$ cat config.mk
export PLATFORM = sky130hd
export DESIGN_NAME = wsp_out
export DESIGN_NICKNAME = d
export VERILOG_FILES = /design/src/rtl/wsp_pkg.sv /design/src/rtl/wsp_out.sv
export SDC_FILE = /design/constraint.sdc
export NUM_CORES = 1
export LEC_CHECK = 0
export ABC_AREA = 1
export BUFFER_PORTS_ARGS = -buffer_cell sky130_fd_sc_hd__buf_4
export CORE_MARGIN = 2
export CORE_UTILIZATION = 55
export CTS_CLUSTER_SIZE = 20
export DETAILED_ROUTE_END_ITERATION = 10
export PLACE_DENSITY = 0.77
export SLEW_MARGIN = 20
export SYNTH_ARGS = -nofsm -noshare
export SYNTH_HDL_FRONTEND = slang
export SYNTH_SLANG_ARGS = --single-unit
$ cat constraint.sdc
create_clock -name clk -period 11.23 [get_ports clk]
set_input_delay 1.6845 -clock clk [delete_from_list [all_inputs] [get_ports clk]]
set_output_delay 1.6845 -clock clk [all_outputs]
set_load 0.03 [all_outputs]
$ cat src/rtl/wsp_pkg.sv
package wsp_pkg;

	// Width of one screen coordinate and of the quotient that forms it.
	localparam int QUO_W = 32;

	// Configuration register indexes.
	localparam int CFG_IDX_W = 3;
	localparam logic [CFG_IDX_W-1:0] CFG_COL_X_FIRST  = 3'd0;
	localparam logic [CFG_IDX_W-1:0] CFG_COL_X_SECOND = 3'd1;
	localparam logic [CFG_IDX_W-1:0] CFG_COL_Y_FIRST  = 3'd2;
	localparam logic [CFG_IDX_W-1:0] CFG_COL_Y_SECOND = 3'd3;
	localparam logic [CFG_IDX_W-1:0] CFG_COL_W_FIRST  = 3'd4;
	localparam logic [CFG_IDX_W-1:0] CFG_COL_W_SECOND = 3'd5;
	localparam logic [CFG_IDX_W-1:0] CFG_SCREEN_W     = 3'd6;
	localparam logic [CFG_IDX_W-1:0] CFG_SCREEN_H     = 3'd7;

	localparam logic [15:0] SCREEN_W_RST = 16'd1920;
	localparam logic [15:0] SCREEN_H_RST = 16'd1080;

	// Saturation limits, by magnitude, for a positive and a negative result.
	localparam logic [QUO_W-1:0] SAT_POS = 32'h7FFF_FFFF;
	localparam logic [QUO_W-1:0] SAT_NEG = 32'h8000_0000;

	typedef struct packed {
		logic signed [31:0] world_x;
		logic signed [31:0] world_y;
		logic signed [31:0] world_z;
	} wsp_in_t;

	typedef struct packed {
		logic signed [31:0] screen_x;
		logic signed [31:0] screen_y;
		logic               degenerate;
		logic               clipped;
	} wsp_out_t;

	// Per-item flags that ride along the divider; lane 0 is x, lane 1 is y.
	typedef struct packed {
		logic       degen;
		logic [1:0] neg;
		logic [1:0] ovf;
	} wsp_side_t;

	// Clip-space sum width: room for three 64-bit products and the
	// translation term scaled by 2^(2F), plus two guard bits.
	function automatic int clip_w(input int frac);
		int prod_w;
		prod_w = (2 * frac + 32 > 64) ? 2 * frac + 32 : 64;
		return prod_w + 2;
	endfunction

endpackage

$ cat src/rtl/wsp_out.sv
module wsp_out (
	input  logic                              clk,
	input  logic                              arst_n,
	input  logic                              valid,
	input  wsp_pkg::wsp_side_t                side,
	input  logic [1:0][wsp_pkg::QUO_W-1:0]    quo,
	input  logic                              stall,
	output logic                              hold,
	output logic                              res_valid,
	output wsp_pkg::wsp_out_t                 res
);
	import wsp_pkg::*;

	logic [1:0][QUO_W-1:0] lim, mag, val;
	logic [1:0]            sat;
	wsp_out_t              res_d;
	wsp_out_t              out_q, skid_q;
	logic                  out_v_q, skid_v_q;
	logic                  push, free;

	always_comb begin
		for (int l = 0; l < 2; l++) begin
			lim[l] = side.neg[l] ? SAT_NEG : SAT_POS;
			sat[l] = side.ovf[l] || (quo[l] > lim[l]);
			mag[l] = sat[l] ? lim[l] : quo[l];
			val[l] = side.neg[l] ? QUO_W'(0) - mag[l] : mag[l];
		end
		res_d = '0;
		if (side.degen) begin
			res_d.degenerate = 1'b1;
		end else begin
			res_d.screen_x = val[0];
			res_d.screen_y = val[1];
			res_d.clipped  = |sat;
		end
	end

	// The pipeline only moves while the skid slot is empty.
	assign push = valid && !skid_v_q;
	assign free = !out_v_q || !stall;

	always_ff @(posedge clk or negedge arst_n) begin
		if (!arst_n) begin
			out_v_q  <= 1'b0;
			skid_v_q <= 1'b0;
		end else if (free) begin
			if (skid_v_q) begin
				out_v_q  <= 1'b1;
				skid_v_q <= 1'b0;
			end else begin
				out_v_q <= push;
			end
		end else if (push) begin
			skid_v_q <= 1'b1;
		end
	end

	always_ff @(posedge clk) begin
		if (free) begin
			out_q <= skid_v_q ? skid_q : res_d;
		end else if (push) begin
			skid_q <= res_d;
		end
	end

	assign hold      = skid_v_q;
	assign res_valid = out_v_q;
	assign res       = out_q;

endmodule

* After elaboration in Yosys (flattened, before gate mapping) *
Index checks and enable logic that the tools add are counted.

storage, ports and cells
  flip-flop bits (word level) = 134
  bits of input ports = 73
  output and inout port bits = 68
  word-level logic and storage cells = 38

cells by class
  add/subtract/negate cells = 2
  $lt $le $gt $ge = 2
  multiplexer cells = 13
  bitwise logic cells = 1
  reductions and logical operators = 10

operators by type and width
  kind                                                                  count
  32-bit 2-to-1 mux                                                     6
  66-bit 2-to-1 mux                                                     1
  32-bit greater-than comparator                                        2
  64-bit 2-to-1 mux                                                     1
  1-bit by 32-bit subtractor with 32-bit output (first input constant)  2
  1-bit 2-to-1 mux                                                      5
  1-bit zero test                                                       3
  1-bit logical OR                                                      3
  2-bit AND reduction                                                   1
  2-bit nonzero test                                                    1
  2-bit OR reduction                                                    1
  1-bit logical AND                                                     1
  1-bit inverter                                                        1

* Logic depth before layout (Yosys ltp) *
  word-level depth = 8
  mapped depth = 31
  gate-level depth less buffers = 29

* Worst setup path before layout *
No wires, ideal clock.

  path type = input to register
  start = input stall
  end = register skid_q[0] in the netlist's numbering (enable)
  setup time = 0.490 ns
  arrival = 6.151 ns
  required time = 10.740 ns
  slack = 4.589 ns
  stages = 2
  path buffers = 0
  cell sequence = nand2_1 -> nor2_1

on the way
  longest elaborated chain between the ends = 4

RTL lines
  item                                  line           source
  start, declared                       wsp_out.sv:7   input logic stall,
  1-bit zero test                       wsp_out.sv:40  assign free = !out_v_q || !stall;
  1-bit logical OR                      wsp_out.sv:40
  1-bit inverter (no source line)       n/a
  2-bit AND reduction (no source line)  n/a
  end signal, assigned                  wsp_out.sv:62  skid_q <= res_d;
  end, declared                         wsp_out.sv:17  wsp_out_t out_q, skid_q;

Every way passes these cells.
A chain may end at the register's enable or synchronous reset.

==> run_results.csv <==
group,metric,value,unit
clocking,cts_buffers,17,
clocking,post_cts_buffers,0,
clocking,cts_buffer_depth,2,
grt,grt_pass1_wl,40600,um
worst_hold_path,hp-start,"skid_q[23]",
yosys,synth_edf_count,132,
timing,drv_slew,0,
placement,dpl_cell_area,10800,um2
yosys,ys_warn_count,0,
detailed_routing,drt-total-wl,25200,um
timing,finalCritPeriodShare,0.571,
worst_hold_path,whs_path_depth,2,
critical_path,cp_max_fo,59,
grt,grt_pass1_vias,8002,
yosys,yosysUniqueCellTypes,46,
grt,grt_use_total,0.278,
power_and_ir_drop,p_leak,5.49,nW
final_layout,diodes,0,
grt,grt_max_degree,94,
final_layout,layout.nets,1478,
critical_path,critPathMaxStageDelay,0.65,ns
critical_path,reg2reg_from,"hold",
die,initial_core_util,0.560,
yosys,synth_area_leaders,"edfxtp_1, nand2_1, ha_1",
critical_path,crit_type,"in -> reg",
die,rows,48,
timing,finalCriticalPeriod,6.41,ns
die,die_h,136,um
timing,relSlewSlack,0.377,
yosys,synth_area,9650,um2
timing,finalHoldWorstSlack,0.513,ns
detailed_routing,drtIter0Drc,883,
yosys,synth.ff_latch_count,134,
timing,grt_setup_unrepaired,"false",
clocking,htreeDepth,4,
yosys,synth_cells,1224,
final_layout,drive_above_1_share,0.176,
detailed_routing,dr.pass1.iters,5,
detailed_routing,wire_per_inst,16.0,um
timing,fmax,0.156,GHz
timing,hold_viol_final,0,
timing,worstMarginPinSlew,0.934,ns
detailed_routing,vias,8848,
clocking,root_buffer,"clkbuf_16",
timing,setup_viol,0,
clocking,cts_tree,"yes",
yosys,netlist.area_leader.share,0.411,
final_layout,most-common-layout-cells,"nand2_1, buf_4, edfxtp_1, nand3_1, inv_1",
detailed_routing,ant_nets,0,
clocking,clk_latency,0.43,ns
clocking,cts_resized,0,
final_layout,fin_util,0.658,
critical_path,rr_worst_depth,5,
clocking,cts.hold.buffers_added,0,
timing,setup_tns,0,ns
die,coreArea,17200,um2
die,die_w,136,um
yosys,synth_largest_area_cell,"edfxtp_1",
placement,hpwl,18100,um
critical_path,r2r_slack,8.93,ns
critical_path,worstPathCellList,"buf_4 > clkinv_1 > ha_1 > nand2_1 > nor2_1 > nand2_1 > nor3_2 > nand2_1 > nand2_2 > nand2_4 > nand2_2 > inv_1 > a21oi_1 > ha_1 > o21ai_0 > inv_1 > nand2_1 > nand2_1 > nand3b_1 > nor2_1 > nand3_1 > and3_1",
timing,skew,0.00976,ns
yosys,avgSynthCellArea,7.88,um2
worst_hold_path,holdPathEnd,"res[23]",
die,ios,141,
worst_hold_path,hp-class,"reg -> reg",
critical_path,r2r-end,"skid_q[4]",
yosys,syn_nets,1363,
final_layout,post-route-cell-area,11300,um2
yosys,yosysSeqAreaShare,0.416,
final_layout,area_delta_synth_final,17.6,%
critical_path,required,11.40,ns
clocking,clk_pin_slew,0.06,ns
detailed_routing,drc,0,
critical_path,worst_ep_arrival_time,6.58,ns
critical_path,cp_common_cell,"nand2_1",
run,cap_violations,0,
yosys,synthArstFlopShare,0.0149,
detailed_routing,viasPerCell,5.62,
critical_path,start_kind,"input port",
power_and_ir_drop,power_density,142,nW/um2
placement,io_buffers,140,
final_layout,layout_commonest_cell,"nand2_1",
clocking,cts_sinks,134,
status,status,"finished clean",
critical_path,worstSetupEndpointType,"flop",
final_layout,final_cells,1575,
yosys,synthFlopType,"edfxtp_1",
placement,place_inst,1545,
grt,antenna_found_initial,0,
placement,place.gp.congestion,0.945,
power_and_ir_drop,ir_drop,0.119,mV
critical_path,critical_path.slowest_cell,"nand2_2",
grt,grt_overflow,0,
die,die_area,18600,um2
## synth_stat cells, types with 15 or more instances
cell        n
nand3_2    17
clkbuf_1   26
inv_1     110
nand3b_1   15
o21ai_1    18
and3_1     23
a21oi_1    39
nand3_1   121
nor2_1     93
ha_1       66
o21ai_0    38
nand4_1    42
nand2_1   376
edfxtp_1  132
## report_power, final
group	switching, W	leakage (nW)	internal, W
Sequential	0.0000141	1.32	0.000610
Clock	0.000215	0.261	0.000324
Combinational	0.000300	3.91	0.000145
Total	0.000529	5.49	0.00108
## worst max path at each step
stage               slack (ns)  cells past startpoint  startpoint          to
CTS                       4.90                     22     side[3]  skid_q[26]
finish                    4.82                     22     side[3]  skid_q[26]
global placement          4.60                     22     side[3]  skid_q[26]
global route              4.34                     22     side[3]  skid_q[26]
floorplan                 4.59                      2       stall   skid_q[0]
detailed placement        4.46                     22     side[3]  skid_q[26]
## registers in the layout, indices dropped and copies added (netlist names)
signal,count
hold,1
res,66
res_valid,1
skid_q,66
## kinds of logic (layout without fill, tap and decap cells)
kind of cell               after synthesis  count (layout)  synth area share
AOI/OAI and AO/OA                      130             130            0.0786
adders and majority gates               66              66            0.0856
buffers and inverters                  166             292            0.0712
DFF                                    134             134             0.416
and+or+nand+nor                        728             728             0.349
## critical path: cells and delay by family
family	cells	cell delay [ns]
adder cells (fa/ha/maj)	2	0.64
AO/OA/AOI/OAI	2	0.40
buffers and inverters	4	1.19
AND/OR/NAND/NOR	14	2.61
## area by class of cell
type                    instances  area (um2)
inverters                     116         435
clock inverters                12         131
fillers                      1474        5890
well taps                     225         282
clock buffers                  18         429
repair buffers                146        1100
flip-flops and latches        134        4020
multi-input cells             924        4960
## per-layer routing
layer  part of all wire  track usage  vias to the layer above
met5                  0            0                        -
met4              0.017       0.0752                        0
met3              0.069       0.0391                       39
met2               0.44        0.424                      327
met1               0.47        0.416                     4076
li1                   -            -                     4406
## per-stage QoR
| step | worst slack (ns) | power [W] |
|---|---|---|
| finish | 4.82 | 0.00161 |
| global placement | 4.60 | 0.00106 |
| CTS | 4.90 | 0.00161 |
| floorplan | 4.59 | 0.000935 |
| detailed placement | 4.46 | 0.00107 |
| global route | 4.34 | 0.00168 |
Note: power is estimated with default switching activity, not from simulation.
